<file path="config.mk">
export PLATFORM = sky130hd
export DESIGN_NAME = sti_front
export DESIGN_NICKNAME = d
export VERILOG_FILES = /design/src/sti_pkg.sv /design/src/sti_front.sv
export SDC_FILE = /design/constraint.sdc
export NUM_CORES = 1
export LEC_CHECK = 0
export BUFFER_PORTS_ARGS = -buffer_cell sky130_fd_sc_hd__buf_4
export CELL_PAD_IN_SITES_DETAIL_PLACEMENT = 0
export CELL_PAD_IN_SITES_GLOBAL_PLACEMENT = 2
export CORE_MARGIN = 5
export CORE_UTILIZATION = 40
export DETAILED_ROUTE_END_ITERATION = 8
export PLACE_DENSITY = 0.82
export RECOVER_POWER = 100
export SLEW_MARGIN = 5
export SYNTH_ARGS = -nofsm -noshare
export SYNTH_HDL_FRONTEND = slang
export SYNTH_SLANG_ARGS = --single-unit
</file>
<file path="constraint.sdc">
create_clock -name clk_i -period 10.25 [get_ports clk_i]
set_clock_uncertainty 0.1 [all_clocks]
set_input_delay 0 -clock clk_i [delete_from_list [all_inputs] [get_ports clk_i]]
set_output_delay 0 -clock clk_i [all_outputs]
set_load 0.02 [all_outputs]
</file>
<file path="src/sti_pkg.sv">
// ----------------------------------------------------------------------------
// sti_pkg
// shared types and constants of the spectrum table interpolator
// ----------------------------------------------------------------------------
package sti_pkg;

  localparam int DefMaxRows  = 64;
  localparam int DefMaxFreqs = 64;
  localparam int XW          = 32;
  localparam int YW          = 32;
  localparam int FracBits    = 30;
  localparam int QW          = XW + FracBits;
  localparam int CfgIdxW     = 2;
  localparam int CfgDataW    = 7;
  localparam int RowFieldW   = 6;
  localparam int SlotFieldW  = 6;

  localparam logic [CfgIdxW-1:0] CfgRowsIdx  = 2'd0;
  localparam logic [CfgIdxW-1:0] CfgFreqsIdx = 2'd1;

  typedef enum logic [1:0] {
    ACT_WR_INT = 2'd0,
    ACT_WR_SMP = 2'd1,
    ACT_QUERY  = 2'd2,
    ACT_NOP    = 2'd3
  } action_e;

  typedef enum logic [1:0] {
    ST_OK         = 2'd0,
    ST_EXTRAP     = 2'd1,
    ST_ZERO_WIDTH = 2'd2
  } status_e;

  typedef enum logic [3:0] {
    BK_IDLE,
    BK_SCAN0,
    BK_SCAN,
    BK_DIV_GO,
    BK_DIV_WAIT,
    BK_RD_LO,
    BK_RD_HI,
    BK_DIFF,
    BK_MUL0,
    BK_MUL1,
    BK_MUL2,
    BK_RES,
    BK_ZERO
  } back_state_e;

  typedef struct packed {
    action_e                act;
    logic [RowFieldW-1:0]   row;
    logic [SlotFieldW-1:0]  slot;
    logic [XW-1:0]          x;
    logic signed [YW-1:0]   re;
    logic signed [YW-1:0]   im;
  } cmd_t;

endpackage

</file>
<file path="src/sti_front.sv">
// ----------------------------------------------------------------------------
// sti_front
// accepts items, drops ignored ones and queues the rest for the back end
// ----------------------------------------------------------------------------
module sti_front import sti_pkg::*; #(
  parameter int MAX_ROWS  = DefMaxRows,
  parameter int MAX_FREQS = DefMaxFreqs
) (
  input  logic                   clk_i,
  input  logic                   rst_ni,
  input  logic                   start_i,
  output logic                   busy_o,
  input  logic [1:0]             action_i,
  input  logic [RowFieldW-1:0]   row_index_i,
  input  logic [SlotFieldW-1:0]  freq_slot_i,
  input  logic [XW-1:0]          intensity_value_i,
  input  logic signed [YW-1:0]   sample_re_i,
  input  logic signed [YW-1:0]   sample_im_i,
  output logic                   cmd_valid_o,
  output cmd_t                   cmd_o,
  input  logic                   cmd_pop_i
);

  cmd_t       q_mem [2];
  logic       wr_ptr_q, rd_ptr_q;
  logic [1:0] cnt_q, cnt_d;
  logic       keep, push, pop;
  cmd_t       cmd;

  always_comb begin
    cmd.act  = action_e'(action_i);
    cmd.row  = row_index_i;
    cmd.slot = freq_slot_i;
    cmd.x    = intensity_value_i;
    cmd.re   = sample_re_i;
    cmd.im   = sample_im_i;
    unique case (cmd.act)
      ACT_WR_INT: keep = (32'(row_index_i) < MAX_ROWS);
      ACT_WR_SMP: keep = (32'(row_index_i) < MAX_ROWS) && (32'(freq_slot_i) < MAX_FREQS);
      ACT_QUERY:  keep = 1'b1;
      default:    keep = 1'b0;
    endcase
  end

  assign busy_o      = (cnt_q == 2'd2);
  assign push        = start_i && !busy_o && keep;
  assign cmd_valid_o = (cnt_q != 2'd0);
  assign pop         = cmd_pop_i && cmd_valid_o;
  assign cnt_d       = cnt_q + 2'(push) - 2'(pop);

  always_ff @(posedge clk_i or negedge rst_ni) begin
    if (!rst_ni) begin
      cnt_q    <= 2'd0;
      wr_ptr_q <= 1'b0;
      rd_ptr_q <= 1'b0;
    end else begin
      cnt_q <= cnt_d;
      if (push) wr_ptr_q <= ~wr_ptr_q;
      if (pop)  rd_ptr_q <= ~rd_ptr_q;
    end
  end

  always_ff @(posedge clk_i) begin
    if (push) q_mem[wr_ptr_q] <= cmd;
  end

  assign cmd_o = q_mem[rd_ptr_q];

endmodule

</file>
Yosys cells after proc, flatten, opt, wreduce, memory -nomap -nowiden
Memories as Yosys holds them, arrays and structs flattened.
Index checks and enable logic that the tools add are counted.
Cells by class
  bitwise operators: 2
  reductions and logical operators: 7
  muxes and demuxes: 3
  equality and inequality tests: 3
  add/sub/neg operators: 2
Operators by type and width (count)
  $eq 2x2->1 const B: 2
  $logic_and 1x1->1: 3
  $mux 1: 3
  $reduce_or 3->1: 1
  $add 2x1->2: 1
  $eq 2x1->1 const B: 1
  $logic_not 2->1: 1
  $not 1->1: 2
  $reduce_bool 2->1: 1
  $sub 2x1->2: 1
  $logic_not 1->1: 1
Word-level totals
  flip-flop bits (word level): 4
  memories kept: 1
  RAM bits: 220
Memory list
  q_mem: words 2, bits a word 110, rd ports 1, clocked after memory_dff 0, write ports 1, RTL line sti_front.sv:24  | cmd_t q_mem [2];

Longest topological paths before layout
  depth in word-level cells: 6
  gate-level depth with buffers: 7
  gate-level depth less buffers: 7

Least setup slack after synthesis
Ideal clock, no wire load.
  kind: register to register
  from: reg cnt_q[1]
  to: mem q_mem[0][0] (netlist bit), enable pin
  path buffers: 0
  clock period less this slack: 6.148 ns
  data required time: 9.569 ns
  cell stages (with the launch flop): 4
  slack: 4.102 ns
  arrival time: 5.467 ns
  path through: dfrtp_1 and2b_1 nand3b_1 nor2_1
Between the ends
  longest elaborated chain between the ends: 6
RTL lines
  from (decl): RTL line sti_front.sv:26  | logic [1:0] cnt_q, cnt_d;
  from (signal assigned): RTL line sti_front.sv:57  | cnt_q <= cnt_d;
  $eq 2x2->1: RTL line sti_front.sv:45  | assign busy_o = (cnt_q == 2'd2);
  net busy_o: RTL line sti_front.sv:12  | output logic busy_o,
  $logic_not 1->1: RTL line sti_front.sv:46  | assign push = start_i && !busy_o && keep;
  $logic_and 1x1->1 (2 in a row): RTL line sti_front.sv:46
  $mux 1: RTL line sti_front.sv:64  | if (push) q_mem[wr_ptr_q] <= cmd;
  $mux 1 (not written as such): RTL line sti_front.sv:64
  to (decl): RTL line sti_front.sv:24
The timed path passes the listed nets, and every way through them passes these cells.

==> results_dict.tcl <==
set metrics [dict create \
    filler_cell_count 1693 \
    num_vias 4576 \
    hold_ws_ps 147 \
    clock_latency_ps 500 \
    die_area_sq_um 23400 \
    crit_chain "clkbuf_1 > mux2_2 > clkbuf_1" \
    end_kind "primary output" \
    synth-seq-cells 224 \
    h-tree-depth 1 \
    slowest_stage "dfrtp_1" \
    wl_per_cell_um 17.4 \
    firstDrtPassIters 4 \
    violations "capacitance limit, slew limit" \
    die_x_um 153 \
    wl_met2_um 9090 \
    synth.net_count 477 \
    arrival_ps 5570 \
    cts_tree "done" \
    critPathMostFrequentCell "clkbuf_1" \
    p_leak_nw 3.98 \
    rsz0062_at_grt "no" \
    hold_class "primary input to flop" \
    cts_resized 0 \
    syn-instance-count 361 \
    dr_wl_met3_um 1220 \
    die_h_um 153 \
    root_buffer "clkbuf_16" \
    cpPeakStageDelay_ps 2210 \
    nets 835 \
    port_buffers 225 \
    period_needed_ps 5670 \
    overflow 0 \
    antenna_found_initial 0 \
    start_util 0.405 \
    drive_gt1_frac 0.298 \
    cts_num_sinks 224 \
    clk_path_buf_depth 3 \
    post-route-period-util 0.553 \
    coreArea_sq_um 20200 \
    tns_ps 0 \
    cts_made_buffers 24 \
    ys_types 15 \
    placementRows 52 \
    grt_pass1_vias 5062 \
    p_per_area_nw_per_um2 260 \
    cp-start-kind "flop" \
    criticalPathCategory "flop to primary output" \
    grt_use_total 0.146 \
    drv_slew 276 \
    clock.fmax_mhz 176 \
    hold_viol 0 \
    gp_congestion 0.724 \
    grt_first_pass_wirelength_um 27500 \
    worst_slew_pin_slew_ps 3450 \
    finalSetupViolCount 0 \
    fin_util 0.569 \
    drc 0 \
    clkSlewWorstSetupHoldPaths_ps 60 \
    yosysSeqAreaShare 0.820 \
    synth.avg_cell_area_sq_um 22.6 \
    wl_met1_um 6980 \
    area.growth.synth_to_final_pct 40.3 \
    maxSlewHeadroom -1.30 \
    syn_area_sq_um 8180 \
    ir_drop_v 0.000173 \
    grt_max_degree 65 \
    io_pins 226 \
    drtIter0Drc 160 \
    worstPathMaxFanout 64 \
    crit_required_ps 10150 \
    viasPerCell 4.56 \
    top_layer "met4" \
    synth_warnings 0 \
    drv_cap 5 \
    drtAntennaViolNets 0 \
    wl_um 17500 \
    dp_hpwl_um 11000 \
    insertedDiodeCount 0 \
    status "complete, but fails checks" \
]
==> cell families (layout without fill, tap and decap cells) <==
kind of cell,after synthesis,after routing,share of synthesized area
multiplexers,110,110,0.151
buffers and inverters,14,387,0.0159
AND/OR/NAND/NOR,7,7,0.00505
flip-flops,224,224,0.820
adder cells (fa/ha/maj),2,2,0.00306
XOR/XNOR,4,4,0.00429
==> routing by layer <==
layer,global-route usage,vias to the layer above
met5,0,-
met4,0.0289,0
met3,0.0489,19
met2,0.256,150
met1,0.178,2258
li1,-,2149
==> synthesized netlist by cell type, drive strengths merged <==
cell type / instances / area [sq um]
nand2: 1 / 3.75
edfxtp: 220 / 6610
dfrtp: 4 / 100
ha: 2 / 25.0
xor2: 1 / 8.76
buf: 12 / 123
or2: 1 / 6.26
nor2: 2 / 7.51
and2: 1 / 8.76
mux2: 110 / 1240
and2b: 1 / 7.51
nand3b: 1 / 7.51
xnor2: 3 / 26.3
inv: 2 / 7.51
==> critical path, delay by kind of cell (launching register included) <==
kind	cells	cell delay (ps)
multiplexers	1	450
flip-flops	1	2210
buffers and inverters	2	2360
==> repair_timing <==
action	in CTS	in global routing
hold buffers	114	0
buffers inserted	0	0
setup endpoints to repair	0	0
hold endpoints to repair	226	0
==> through the flow <==
| step | std cells | total power [mW] | area, sq um | setup slack, ps |
|---|---|---|---|---|
| 2_1_floorplan | 361 | 1.94 | 8180 | 4100 |
| 3_3_place_gp | 849 | 2.30 | 10100 | 7330 |
| 3_5_place_dp | 849 | 2.32 | 10100 | 7240 |
| 4_1_cts | 1004 | 3.15 | 12000 | 7220 |
| 5_1_grt | 1004 | 3.14 | 11500 | 4020 |
| 6_report | 1004 | 2.98 | 11500 | 4580 |
==> flip-flops by register name, indices dropped and copies added (netlist names) <==
register,count
wr_ptr_q,1
cnt_q,2
rd_ptr_q,1
q_mem,220
==> worst paths after layout <==
kind	cells past startpoint	slack, ps	endpoint	from
worst max-delay path	3	4580	cmd_o[104]	rd_ptr_q
worst min-delay path	2	150	q_mem[1][85]	intensity_value_i[21]
worst max register to register	5	5650	q_mem[1][94]	cnt_q[1]
worst min register to register	1	400	cnt_q[1]	cnt_q[1]
max in group asynchronous	3	9530	cnt_q[0]	rst_ni
min in group asynchronous	3	340	wr_ptr_q	rst_ni
==> cells in the final DEF, fill, tap and decap left out, drive strengths merged <==
cell,Yosys,layout
nand2,1,1
clkinv,0,9
inv,2,3
ha,2,2
buf,12,21
and2b,1,1
xor2,1,1
and2,1,1
dlygate4sd3,0,114
nor2,2,2
nand3b,1,1
clkbuf,0,239
xnor2,3,3
dfrtp,4,4
bufinv,0,1
or2,1,1
mux2,110,110
edfxtp,220,220
==> cell type report <==
type | instances | area, sq um | share of cell area
Inverter | 2 | 7.51 | 0.000654
Clock inverter | 11 | 77.6 | 0.00676
Multi-Input combinational cell | 123 | 1360 | 0.118
Sequential cell | 224 | 6710 | 0.584
Clock buffer | 30 | 644 | 0.0562
Timing Repair Buffer | 344 | 2350 | 0.204
Tap cell | 270 | 338 | 0.0294
==> report_power, final <==
group          switching, mW  internal, mW
Sequential            0.0861          1.21
Combinational          0.536         0.366
Clock                  0.319         0.467
Total                  0.940          2.04
Note: power is estimated with default switching activity, not from simulation.
